**src/rtl/core/c2p_pkg.sv**
```systemverilog
// Package with the register indexes, field widths and result type of the chunky-to-planar writer.
package c2p_pkg;

    // Field widths fixed by the interface.
    localparam int unsigned PIXEL_W  = 8;
    localparam int unsigned OFFSET_W = 28;
    localparam int unsigned BYTES_W  = 64;
    localparam int unsigned MASK_W   = 8;
    localparam int unsigned EN_W     = 8;
    localparam int unsigned COORD_W  = 15;
    localparam int unsigned BPR_W    = 12;
    localparam int unsigned DEPTH_W  = 4;
    localparam int unsigned CFG_IDX_W  = 3;
    localparam int unsigned CFG_DATA_W = 15;
    localparam int unsigned M_TDATA_W  = 112;

    // Configuration register indexes.
    localparam logic [CFG_IDX_W-1:0] REG_BYTES_PER_ROW = 3'd0;
    localparam logic [CFG_IDX_W-1:0] REG_START_X       = 3'd1;
    localparam logic [CFG_IDX_W-1:0] REG_START_Y       = 3'd2;
    localparam logic [CFG_IDX_W-1:0] REG_RECT_WIDTH    = 3'd3;
    localparam logic [CFG_IDX_W-1:0] REG_RECT_HEIGHT   = 3'd4;
    localparam logic [CFG_IDX_W-1:0] REG_PLANE_COUNT   = 3'd5;
    localparam logic [CFG_IDX_W-1:0] REG_PLANE_PRESENT = 3'd6;

    // Leftmost pixel of a plane byte sits in the MSB.
    localparam logic [MASK_W-1:0] LEFT_PIXEL_BIT = 8'h80;
    localparam logic [2:0]        LAST_BIT_POS   = 3'd7;

    // One plane write as it leaves the block.
    typedef struct packed {
        logic                image_last;
        logic [EN_W-1:0]     plane_enables;
        logic [MASK_W-1:0]   bit_mask;
        logic [BYTES_W-1:0]  plane_bytes;
        logic [OFFSET_W-1:0] byte_offset;
    } c2p_result_t;

endpackage

```
**src/rtl/core/chunky_to_planar_writer.sv**
```systemverilog
// Top level of the chunky-to-planar writer: pixel gathering, offset tracking and output skid.
//
// Usage:
//   Pixels enter on the s_ channel one per item, in row-major order over the
//   rectangle set by the configuration registers. Bit d of a pixel lands in
//   plane d, the leftmost pixel in the MSB of a plane byte. When a byte fills
//   up or a row ends, one plane write leaves on the m_ channel with its byte
//   offset, the new plane bytes, the mask of written pixels and the plane
//   enables; m_tlast marks the write that closes the rectangle.
//   Throughput is one pixel per cycle while s_tready is high. A finished write
//   goes to the output register, or to the skid register while a write waits;
//   all position and gather logic sits between the state and output registers.
//   A two-entry output buffer (output register plus skid register) lets the
//   block keep taking pixels while a write waits; s_tready drops only when
//   both entries are full, so a stalled receiver holds back the pixel stream.
//   Reset (aresetn low, synchronous) loads the register defaults, empties the
//   buffer and arms the rectangle. Any register write re-arms it as well.
//   With a zero width or height, pixels are taken and dropped.
module chunky_to_planar_writer #(
    parameter int unsigned MAX_PLANES = 8
) (
    input  logic                                aclk,
    input  logic                                aresetn,
    // Pixel input; tdata: chunky_pixel[7:0].
    input  logic                                s_tvalid,
    output logic                                s_tready,
    input  logic [c2p_pkg::PIXEL_W-1:0]         s_tdata,
    // Plane writes; tdata: byte_offset[27:0], plane_bytes[91:28],
    // bit_mask[99:92], plane_enables[107:100], zero fill[111:108].
    output logic                                m_tvalid,
    input  logic                                m_tready,
    output logic [c2p_pkg::M_TDATA_W-1:0]       m_tdata,
    output logic                                m_tlast,
    // Configuration write port.
    input  logic                                cfg_we,
    input  logic [c2p_pkg::CFG_IDX_W-1:0]       cfg_index,
    input  logic [c2p_pkg::CFG_DATA_W-1:0]      cfg_wdata
);
    import c2p_pkg::*;

    localparam int unsigned GATHER_W = MAX_PLANES * 8;

    // Configuration registers.
    logic [BPR_W-1:0]   bytes_per_row_reg;
    logic [COORD_W-1:0] start_x_reg, start_y_reg, rect_width_reg, rect_height_reg;
    logic [DEPTH_W-1:0] plane_count_reg;
    logic [EN_W-1:0]    plane_present_reg;

    // Position and gather state.
    logic                rearm_reg, rearm_next;
    logic [COORD_W-1:0]  col_reg, col_next, row_reg, row_next;
    logic [2:0]          bitpos_reg, bitpos_next;
    logic [GATHER_W-1:0] gather_reg, gather_next;
    logic [MASK_W-1:0]   mask_reg, mask_next;
    logic [OFFSET_W-1:0] cur_off_reg, cur_off_next, row_off_reg, row_off_next;

    // Output buffer.
    logic        out_valid_reg, out_valid_next, skid_valid_reg, skid_valid_next;
    c2p_result_t out_reg, out_next, skid_reg, skid_next;

    // Step logic.
    logic                s_fire, rect_empty, rearm_now, row_end, emit, push;
    logic [OFFSET_W-1:0] base_off;
    logic [COORD_W-1:0]  e_col, e_row, col_inc, row_inc;
    logic [2:0]          e_bitpos;
    logic [GATHER_W-1:0] e_gather, new_gather;
    logic [MASK_W-1:0]   e_mask, new_mask, pos_bit;
    logic [OFFSET_W-1:0] e_cur_off, e_row_off, next_row_off;
    logic [DEPTH_W-1:0]  depth;
    logic [EN_W-1:0]     enables;
    logic [BYTES_W-1:0]  keep, gather_wide;
    c2p_result_t         result;

    assign s_tready = !skid_valid_reg;
    assign s_fire   = s_tvalid && s_tready;
    assign m_tvalid = out_valid_reg;
    assign m_tlast  = out_reg.image_last;
    assign m_tdata  = {{(M_TDATA_W - $bits(c2p_result_t) + 1){1'b0}},
                       out_reg.plane_enables, out_reg.bit_mask,
                       out_reg.plane_bytes, out_reg.byte_offset};

    // Rectangle base offset: start_y rows down plus the byte of start_x.
    assign base_off = OFFSET_W'(start_y_reg) * OFFSET_W'(bytes_per_row_reg)
                    + OFFSET_W'(start_x_reg[COORD_W-1:3]);

    // Configuration registers; every listed register write re-arms the rectangle.
    always_ff @(posedge aclk) begin
        if (!aresetn) begin
            bytes_per_row_reg <= BPR_W'(40);
            start_x_reg       <= '0;
            start_y_reg       <= '0;
            rect_width_reg    <= '0;
            rect_height_reg   <= '0;
            plane_count_reg   <= DEPTH_W'(1);
            plane_present_reg <= '1;
        end else if (cfg_we) begin
            case (cfg_index)
                REG_BYTES_PER_ROW: bytes_per_row_reg <= cfg_wdata[BPR_W-1:0];
                REG_START_X:       start_x_reg       <= cfg_wdata;
                REG_START_Y:       start_y_reg       <= cfg_wdata;
                REG_RECT_WIDTH:    rect_width_reg    <= cfg_wdata;
                REG_RECT_HEIGHT:   rect_height_reg   <= cfg_wdata;
                REG_PLANE_COUNT:   plane_count_reg   <= cfg_wdata[DEPTH_W-1:0];
                REG_PLANE_PRESENT: plane_present_reg <= cfg_wdata[EN_W-1:0];
                default: ;
            endcase
        end
    end

    // Plane enables: present planes below the saturated depth.
    always_comb begin
        depth = (plane_count_reg > DEPTH_W'(MAX_PLANES)) ? DEPTH_W'(MAX_PLANES)
                                                         : plane_count_reg;
        for (int d = 0; d < EN_W; d++) begin
            enables[d] = plane_present_reg[d] && (DEPTH_W'(d) < depth);
        end
    end

    // Effective state: an armed rectangle reads as its start position.
    assign rect_empty = (rect_width_reg == '0) || (rect_height_reg == '0);
    assign rearm_now  = rearm_reg || (col_reg >= rect_width_reg)
                      || (row_reg >= rect_height_reg);
    assign e_col      = rearm_now ? '0 : col_reg;
    assign e_row      = rearm_now ? '0 : row_reg;
    assign e_bitpos   = rearm_now ? start_x_reg[2:0] : bitpos_reg;
    assign e_gather   = rearm_now ? '0 : gather_reg;
    assign e_mask     = rearm_now ? '0 : mask_reg;
    assign e_cur_off  = rearm_now ? base_off : cur_off_reg;
    assign e_row_off  = rearm_now ? base_off : row_off_reg;

    // Drop the pixel bits into their byte position in every plane.
    assign pos_bit = LEFT_PIXEL_BIT >> e_bitpos;
    always_comb begin
        for (int d = 0; d < MAX_PLANES; d++) begin
            new_gather[d*8 +: 8] = s_tdata[d] ? (e_gather[d*8 +: 8] | pos_bit)
                                              : (e_gather[d*8 +: 8] & ~pos_bit);
        end
    end
    assign new_mask     = e_mask | pos_bit;
    assign col_inc      = e_col + COORD_W'(1);
    assign row_inc      = e_row + COORD_W'(1);
    assign row_end      = (col_inc == rect_width_reg);
    assign emit         = (e_bitpos == LAST_BIT_POS) || row_end;
    assign next_row_off = e_row_off + OFFSET_W'(bytes_per_row_reg);
    assign push         = s_fire && !rect_empty && emit;

    // Assemble the plane write, keeping only written bits of enabled planes.
    always_comb begin
        gather_wide = BYTES_W'(new_gather);
        for (int d = 0; d < EN_W; d++) begin
            keep[d*8 +: 8] = enables[d] ? new_mask : '0;
        end
        result.byte_offset   = e_cur_off;
        result.plane_bytes   = gather_wide & keep;
        result.bit_mask      = new_mask;
        result.plane_enables = enables;
        result.image_last    = row_end && (row_inc >= rect_height_reg);
    end

    // Next position and gather state.
    always_comb begin
        rearm_next   = rearm_reg;
        col_next     = col_reg;
        row_next     = row_reg;
        bitpos_next  = bitpos_reg;
        gather_next  = gather_reg;
        mask_next    = mask_reg;
        cur_off_next = cur_off_reg;
        row_off_next = row_off_reg;
        if (cfg_we && (cfg_index <= REG_PLANE_PRESENT)) begin
            rearm_next = 1'b1;
        end else if (s_fire && !rect_empty) begin
            rearm_next   = 1'b0;
            row_next     = e_row;
            row_off_next = e_row_off;
            if (!emit) begin
                col_next     = col_inc;
                bitpos_next  = e_bitpos + 3'd1;
                gather_next  = new_gather;
                mask_next    = new_mask;
                cur_off_next = e_cur_off;
            end else begin
                gather_next = '0;
                mask_next   = '0;
                if (row_end) begin
                    col_next     = '0;
                    row_next     = row_inc;
                    row_off_next = next_row_off;
                    cur_off_next = next_row_off;
                    bitpos_next  = start_x_reg[2:0];
                    rearm_next   = result.image_last;
                end else begin
                    col_next     = col_inc;
                    cur_off_next = e_cur_off + OFFSET_W'(1);
                    bitpos_next  = 3'd0;
                end
            end
        end
    end

    // Output register with a skid entry behind it.
    always_comb begin
        out_valid_next  = out_valid_reg;
        skid_valid_next = skid_valid_reg;
        out_next        = out_reg;
        skid_next       = skid_reg;
        if (out_valid_reg && m_tready) begin
            out_valid_next  = skid_valid_reg;
            out_next        = skid_reg;
            skid_valid_next = 1'b0;
        end
        if (push) begin
            if (out_valid_reg && !m_tready) begin
                skid_valid_next = 1'b1;
                skid_next       = result;
            end else begin
                out_valid_next = 1'b1;
                out_next       = result;
            end
        end
    end

    // State registers.
    always_ff @(posedge aclk) begin
        if (!aresetn) begin
            rearm_reg      <= 1'b1;
            col_reg        <= '0;
            row_reg        <= '0;
            bitpos_reg     <= '0;
            mask_reg       <= '0;
            out_valid_reg  <= 1'b0;
            skid_valid_reg <= 1'b0;
        end else begin
            rearm_reg      <= rearm_next;
            col_reg        <= col_next;
            row_reg        <= row_next;
            bitpos_reg     <= bitpos_next;
            mask_reg       <= mask_next;
            out_valid_reg  <= out_valid_next;
            skid_valid_reg <= skid_valid_next;
        end
    end

    // Payload registers.
    always_ff @(posedge aclk) begin
        gather_reg  <= gather_next;
        cur_off_reg <= cur_off_next;
        row_off_reg <= row_off_next;
        out_reg     <= out_next;
        skid_reg    <= skid_next;
    end

    // The skid entry is only ever filled behind a waiting output.
    a_skid_behind_out: assert property (@(posedge aclk) disable iff (!aresetn)
        skid_valid_reg |-> out_valid_reg)
        else $error("skid entry valid with empty output register");

    // Every write carries at least one pixel.
    a_mask_nonzero: assert property (@(posedge aclk) disable iff (!aresetn)
        out_valid_reg |-> (out_reg.bit_mask != '0))
        else $error("plane write with empty bit mask");

    // The write that closes the rectangle re-arms it.
    a_last_rearms: assert property (@(posedge aclk) disable iff (!aresetn)
        (push && result.image_last) |=> rearm_reg)
        else $error("rectangle not re-armed after its last write");

    // While running, the column counter stays inside the row.
    a_col_in_row: assert property (@(posedge aclk) disable iff (!aresetn)
        (!rearm_reg && !$past(cfg_we)) |-> (col_reg < rect_width_reg || rect_empty))
        else $error("column counter ran past the row");

    // A pending byte always has its mask bits below the current position.
    a_mask_follows_pos: assert property (@(posedge aclk) disable iff (!aresetn)
        (!rearm_reg && mask_reg != '0) |-> (mask_reg[0] == 1'b0))
        else $error("gathered mask holds a completed byte");

endmodule
```
**config.mk**
```make
export PLATFORM = sky130hd
export DESIGN_NAME = chunky_to_planar_writer
export DESIGN_NICKNAME = d
export VERILOG_FILES = /design/src/rtl/core/c2p_pkg.sv /design/src/rtl/core/chunky_to_planar_writer.sv
export SDC_FILE = /design/constraint.sdc
export NUM_CORES = 2
export LEC_CHECK = 0
export BUFFER_PORTS_ARGS = -buffer_cell sky130_fd_sc_hd__buf_2
export CAP_MARGIN = 25
export CORE_MARGIN = 5
export CORE_UTILIZATION = 45
export CTS_BUF_LIST = sky130_fd_sc_hd__clkbuf_4 sky130_fd_sc_hd__clkbuf_8
export DETAILED_ROUTE_END_ITERATION = 7
export SETUP_SLACK_MARGIN = 0.5
export SLEW_MARGIN = 30
export SYNTH_ARGS = -nofsm -noshare
export SYNTH_HDL_FRONTEND = slang
export SYNTH_SLANG_ARGS = --single-unit
```
**constraint.sdc**
```tcl
create_clock -name aclk -period 13.4 [get_ports aclk]
set_input_delay 2.68 -clock aclk [delete_from_list [all_inputs] [get_ports aclk]]
set_output_delay 2.68 -clock aclk [all_outputs]
set_load 0.01 [all_outputs]
```
======== Yosys cells after proc, flatten, opt, wreduce, memory -nomap -nowiden ========
Cells that the tools add are included.
storage, ports and cells
  register bits after elaboration ......... 466
  input port bits ......................... 31
  output and inout port bits .............. 115
operators by class
  reductions and logical operators ........ 35
  $lt $le $gt $ge ......................... 13
  equal/unequal tests ..................... 8
  $mul .................................... 1
  add/subtract/negate cells ............... 6
  bitwise gates (word level) .............. 21
  shifts and indexed selects .............. 1
  multiplexer cells ....................... 46
operators with widths
  cell                                                        count
  two-way mux 109 bit                                         3
  two-way mux 28 bit                                          6
  two-way mux 8 bit                                           18
  two-way mux 15 bit                                          6
  OR 8 bit                                                    9
  AND 64 bit                                                  1
  AND 8 bit                                                   8
  two-way mux 64 bit                                          1
  >= comparator 15 bit                                        3
  adder 15 x 1 -> 15 bit (second input constant)              2
  zero test 15 bit                                            2
  adder 27 x 12 -> 28 bit                                     1
  adder 28 x 1 -> 28 bit (second input constant)              1
  adder 28 x 12 -> 28 bit                                     1
  multiplier 15 x 12 -> 27 bit                                1
  AND reduction 2 bit                                         9
  less-than comparator 3 x 4 -> 1 bit (first input constant)  4
  == test 15 bit                                              1
  logical AND 1 bit                                           15
  == test 3 bit (second input constant)                       4
  two-way mux 3 bit                                           3
  less-than comparator 1 x 4 -> 1 bit (first input constant)  2
  less-than comparator 2 x 4 -> 1 bit (first input constant)  2
  two-way mux 1 bit                                           8
  other kinds (13)                                            20

======== Longest topological paths before layout ========
  depth in word-level cells ............... 11
  depth in mapped cells ................... 30
  gate-level depth less buffers ........... 28

======== Least setup slack after synthesis ========
No wires, ideal clock.
  path type ............................... register -> register
  from .................................... register rect_width_reg[10]
  to ...................................... register skid_reg[0] (netlist bit), enable pin
  data required time ...................... 12.822 ns
  library setup time ...................... 0.578 ns
  stages on the path, launching flop included .. 26
  path buffers ............................ 7
  arrival ................................. 9.547 ns
  slack ................................... 3.275 ns
  cells stage by stage .................... dfxtp_1 clkbuf_1 inv_1 ha_1 a21oi_1 o21a_1 o22a_1 and4_1 clkbuf_1 nand2_1 clkbuf_1 clkbuf_1 buf_1 nor2_1 ha_1 clkbuf_1 nand4_4 nor4_4 xnor2_1 mux2_1 o32ai_2 nand4_1 o21ai_2 clkbuf_1 nand2_1 nor2_1
between the ends
  cells in the longest elaborated chain, start to end .. 9
  elaborated cells on any way between the ends .. 15
  those cells by class .................... add/sub (1); order compare (1); eq/ne (2); mux (2); reduce/logical (9)
RTL lines
  item                                    line                            text
  start: declaration                      chunky_to_planar_writer.sv:45   logic [COORD_W-1:0] start_x_reg, start_y_reg, rect_width_reg, rect_height_reg;
  start signal: assignment                chunky_to_planar_writer.sv:101  REG_RECT_WIDTH: rect_width_reg <= cfg_wdata;
  >= comparator 15 bit                    chunky_to_planar_writer.sv:121  assign rearm_now = rearm_reg || (col_reg >= rect_width_reg)
  logical OR 1 bit                        chunky_to_planar_writer.sv:121
  logical OR 1 bit                        chunky_to_planar_writer.sv:122  || (row_reg >= rect_height_reg);
  two-way mux 15 bit                      chunky_to_planar_writer.sv:123  assign e_col = rearm_now ? '0 : col_reg;
  adder 15 x 1 -> 15 bit                  chunky_to_planar_writer.sv:140  assign col_inc = e_col + COORD_W'(1);
  == test 15 bit                          chunky_to_planar_writer.sv:142  assign row_end = (col_inc == rect_width_reg);
  logical OR 1 bit                        chunky_to_planar_writer.sv:143  assign emit = (e_bitpos == LAST_BIT_POS) || row_end;
  logical AND 1 bit *                     chunky_to_planar_writer.sv:145  assign push = s_fire && !rect_empty && emit;
  AND reduction 2 bit (no source line) *  --
  end signal: assignment                  chunky_to_planar_writer.sv:250  skid_reg <= skid_next;
  end: declaration                        chunky_to_planar_writer.sv:59   c2p_result_t out_reg, out_next, skid_reg, skid_next;
Every way passes the cells marked *; elsewhere a longest branch is shown, timed or not.
A chain may end at the register's enable or synchronous reset.

======== Final worst setup path ========
  from .................................... register bytes_per_row_reg[0]
  to ...................................... register cur_off_reg[23], data pin
between the ends
  cells in the longest elaborated chain, start to end .. 6
  elaborated cells on any way between the ends .. 8
  those cells by class .................... add/sub (3); mul (1); mux (4)
RTL lines
  item                                                               line                                                            text
  start: declaration                                                 chunky_to_planar_writer.sv:44                                   logic [BPR_W-1:0] bytes_per_row_reg;
  start signal: assignment                                           chunky_to_planar_writer.sv:98                                   REG_BYTES_PER_ROW: bytes_per_row_reg <= cfg_wdata[BPR_W-1:0];
  multiplier 15 x 12 -> 27 bit                                       chunky_to_planar_writer.sv:83                                   assign base_off = OFFSET_W'(start_y_reg) * OFFSET_W'(bytes_per_row_reg)
  adder 27 x 12 -> 28 bit                                            chunky_to_planar_writer.sv:84                                   + OFFSET_W'(start_x_reg[COORD_W-1:3]);
  two-way mux 28 bit, on equally long branches                       chunky_to_planar_writer.sv:128, chunky_to_planar_writer.sv:129
  adder 28 x 1 -> 28 bit or adder 28 x 12 -> 28 bit (tied branches)  chunky_to_planar_writer.sv:194, chunky_to_planar_writer.sv:144
  two-way mux 28 bit                                                 chunky_to_planar_writer.sv:185                                  if (row_end) begin
  two-way mux 28 bit *                                               chunky_to_planar_writer.sv:176                                  if (!emit) begin
  end signal: assignment                                             chunky_to_planar_writer.sv:247                                  cur_off_reg <= cur_off_next;
  end: declaration                                                   chunky_to_planar_writer.sv:55                                   logic [OFFSET_W-1:0] cur_off_reg, cur_off_next, row_off_reg, row_off_next;
Marks and branches as above.

==> flow_metrics.env <==
export IMPL_grt_total_usage=0.232
export IMPL_clockPowerShare=0.447
export IMPL_finClkSkew_ns=0.0389
export IMPL_crit_path_start_kind="register"
export IMPL_p_leak_uw=0.0142
export IMPL_nets=3743
export IMPL_grt_max_degree=83
export IMPL_clock_path_buffers=3
export IMPL_combPwrFrac=0.065
export IMPL_outcome="complete, no violations"
export IMPL_post_cts_buffers=0
export IMPL_switching_share=0.254
export IMPL_grt_pass1_wl_um=134000
export IMPL_drt_vias_per_instance=5.64
export IMPL_hold_viol_final=0
export IMPL_end_kind="register"
export IMPL_seqPwrFrac=0.488
export IMPL_drtAntennaViolNets=0
export IMPL_numCtsBuffers=81
export IMPL_ys_ff_latch=466
export IMPL_route_detailed_drc=0
export IMPL_gp_congestion=0.914
export IMPL_cts_htree_levels=3
export IMPL_clock_fmax_mhz=128
export IMPL_slew_viol_final=0
export IMPL_period_needed_ns=7.80
export IMPL_max_vdd_ir_drop_mv=0.0649
export IMPL_final_core_util=0.501
export IMPL_yosysTopAreaCell="edfxtp_1"
export IMPL_largest_reg_flops=109
export IMPL_rsz0062_at_grt="false"
export IMPL_antenna_found_initial=1
export IMPL_io_pins=146
export IMPL_num_rows=94
export IMPL_die_area_mm2=0.0719
export IMPL_ctsResizeCount=0
export IMPL_hold_buffers=0
export IMPL_fin_crit_sh=0.582
export IMPL_setup_tns_final_ns=0
export IMPL_area_growth_pct=10.0
export IMPL_hold_path_class="reg -> reg"
export IMPL_cts_sinks=466
export IMPL_vias=24600
export IMPL_crit_arrival_ns=8.25
export IMPL_worst_pin_slew_ns=1.00
export IMPL_max_slew_margin=0.329
export IMPL_yosys_area_top_type_share=0.229
export IMPL_powerDensity_mw_per_mm2=96.4
export IMPL_synth_cell_types=84
export IMPL_core_mm2=0.0659
export IMPL_synth_avg_cell_area_um2=8.87
export IMPL_clock_root_buffer="clkbuf_8"
export IMPL_p_switching_uw=809
export IMPL_place_hpwl_um=60400
export IMPL_drive_above_1_share=0.103
export IMPL_synth_async_sr_flop_share=0
export IMPL_drv_cap=0
export IMPL_path_class="reg -> reg"
export IMPL_setup_ws_ns=5.60
export IMPL_setup_viol=0
export IMPL_syn_area_mm2=0.0300
export IMPL_synthCells=3379
export IMPL_dr_pass1_iters=5
export IMPL_synth_area_leaders="edfxtp_1 23%, dfxtp_1 16%, fa_1 9.6%, nand2_1 8.7%, ha_1 6.0%"
export IMPL_ys_flop_type="dfxtp_1"
export IMPL_cp_max_fo=17
export IMPL_cts_tree="built"
export IMPL_die_width_um=268
export IMPL_yosysWarnings=0
export IMPL_start_util=0.455
export IMPL_drt_total_wl_um=85500
export IMPL_die_h_um=268
export IMPL_clk_pin_slew_ns=0.07
export IMPL_synth_edff_count=229
export IMPL_p_int_uw=2370
export IMPL_ys_seq_area_frac=0.388
export IMPL_clock_latency_ns=0.70
export IMPL_wl_per_cell_um=19.6
export IMPL_grt_pass1_vias=23900
export IMPL_critPathRequiredTime_ns=13.85
export IMPL_io_buffers=141
export IMPL_dp_worst_setup_slack_ns=5.66
export IMPL_first_iter_violations=2091
export IMPL_gr_total_overflow=0
==> synthesized netlist by cell type, types with 52 or more instances <==
master	count
nand2_1	693
a21oi_1	326
inv_1	267
dfxtp_1	237
edfxtp_1	229
ha_1	144
fa_1	143
clkbuf_1	142
o21ai_0	126
nand3_1	124
and2_1	108
nor2_1	99
mux2i_1	84
xnor2_1	74
and3_1	53
a21o_1	52
==> stage by stage <==
step / power [uW] / instance area (um^2) / std cells / hold slack [ns]
floorplan: 1700 / 30000 / 3382 / 0.436
global placement: 1780 / 31200 / 4206 / 0.446
detailed placement: 1780 / 31200 / 4206 / 0.450
CTS: 3210 / 33000 / 4354 / 0.459
global route: 3300 / 33000 / 4355 / 0.482
finish: 3180 / 33000 / 4355 / 0.456
==> kinds of logic after synthesis <==
kind of cell / count (synthesis) / share of synthesized area
AO/OA/AOI/OAI: 695 / 0.138
XOR/XNOR: 108 / 0.0320
buffers and inverters: 474 / 0.0620
flip-flops: 466 / 0.388
other: 1 / 0.000125
adder cells (fa/ha/maj): 287 / 0.156
multiplexers: 89 / 0.0299
AND/OR/NAND/NOR: 1259 / 0.194
==> path summary, 6_finish.rpt <==
check	startpoint	end	cells after the start	slack (ns)
worst max-delay path	bytes_per_row_reg[0]$_SDFFE_PN0P_	cur_off_reg[23]$_DFFE_PP_	27	5.60
worst max register to register	bytes_per_row_reg[0]$_SDFFE_PN0P_	cur_off_reg[23]$_DFFE_PP_	27	5.60
worst min-delay path	start_x_reg[7]$_SDFFE_PN0P_	start_x_reg[7]$_SDFFE_PN0P_	2	0.46
worst min register to register	start_x_reg[7]$_SDFFE_PN0P_	start_x_reg[7]$_SDFFE_PN0P_	2	0.46
==> power by group through the flow <==
| stage | Sequential (uW) | Clock (uW) | Combinational (uW) |
|---|---|---|---|
| floorplan | 1570 | 0 | 128 |
| global placement | 1580 | 0 | 199 |
| detailed placement | 1580 | 0 | 203 |
| CTS | 1550 | 1460 | 204 |
| global route | 1550 | 1520 | 227 |
| finish | 1550 | 1420 | 206 |
==> placed cells by master (no fill, tap or decap), types with 84 or more instances in the layout <==
| cell | instances |
|---|---|
| a21oi_1 | 326 |
| and2_1 | 108 |
| buf_2 | 141 |
| clkbuf_8 | 99 |
| dfxtp_1 | 236 |
| edfxtp_1 | 229 |
| fa_1 | 143 |
| ha_1 | 144 |
| inv_1 | 265 |
| mux2i_1 | 84 |
| nand2_1 | 691 |
| nand3_1 | 124 |
| nor2_1 | 94 |
| o21ai_0 | 126 |
==> per-layer routing <==
layer  up-vias  share of wire  GRT usage  wire length, um
li1      11600              -          -                -
met1     11900           0.45      0.330            38300
met2       896           0.46      0.373            39300
met3       146          0.068     0.0344             5810
met4         0          0.024     0.0673             2020
met5         -              0          0                0
==> critical path, cell delays in order, from the launching register on <==
cell,delay (ns)
dfxtp_1,0.46
and2_1,0.26
fa_1,0.53
inv_1,0.05
fa_1,0.47
inv_1,0.05
fa_1,0.49
inv_1,0.06
fa_1,0.49
fa_1,0.50
inv_1,0.05
ha_1,0.32
and2_1,0.19
a221oi_2,0.40
nand2_1,0.12
xnor2_1,0.30
nor2_1,0.13
a21o_1,0.22
ha_1,0.32
a2111oi_0,0.39
a21oi_1,0.17
a31o_2,0.30
a21oi_1,0.45
nor4_1,0.17
nand2_1,0.22
nor2_1,0.07
xnor2_1,0.12
mux2_2,0.27
==> layout make-up <==
cell class	count	area (um^2)
clock inverter	19	189
tap	864	1080
inverter	267	1010
antenna	1	2.50
multi-input combinational	2442	16600
fill	6293	32900
clock buffer	129	1590
sequential	466	11600
timing repair buffer	167	901
Note: power is estimated with default switching activity, not from simulation.
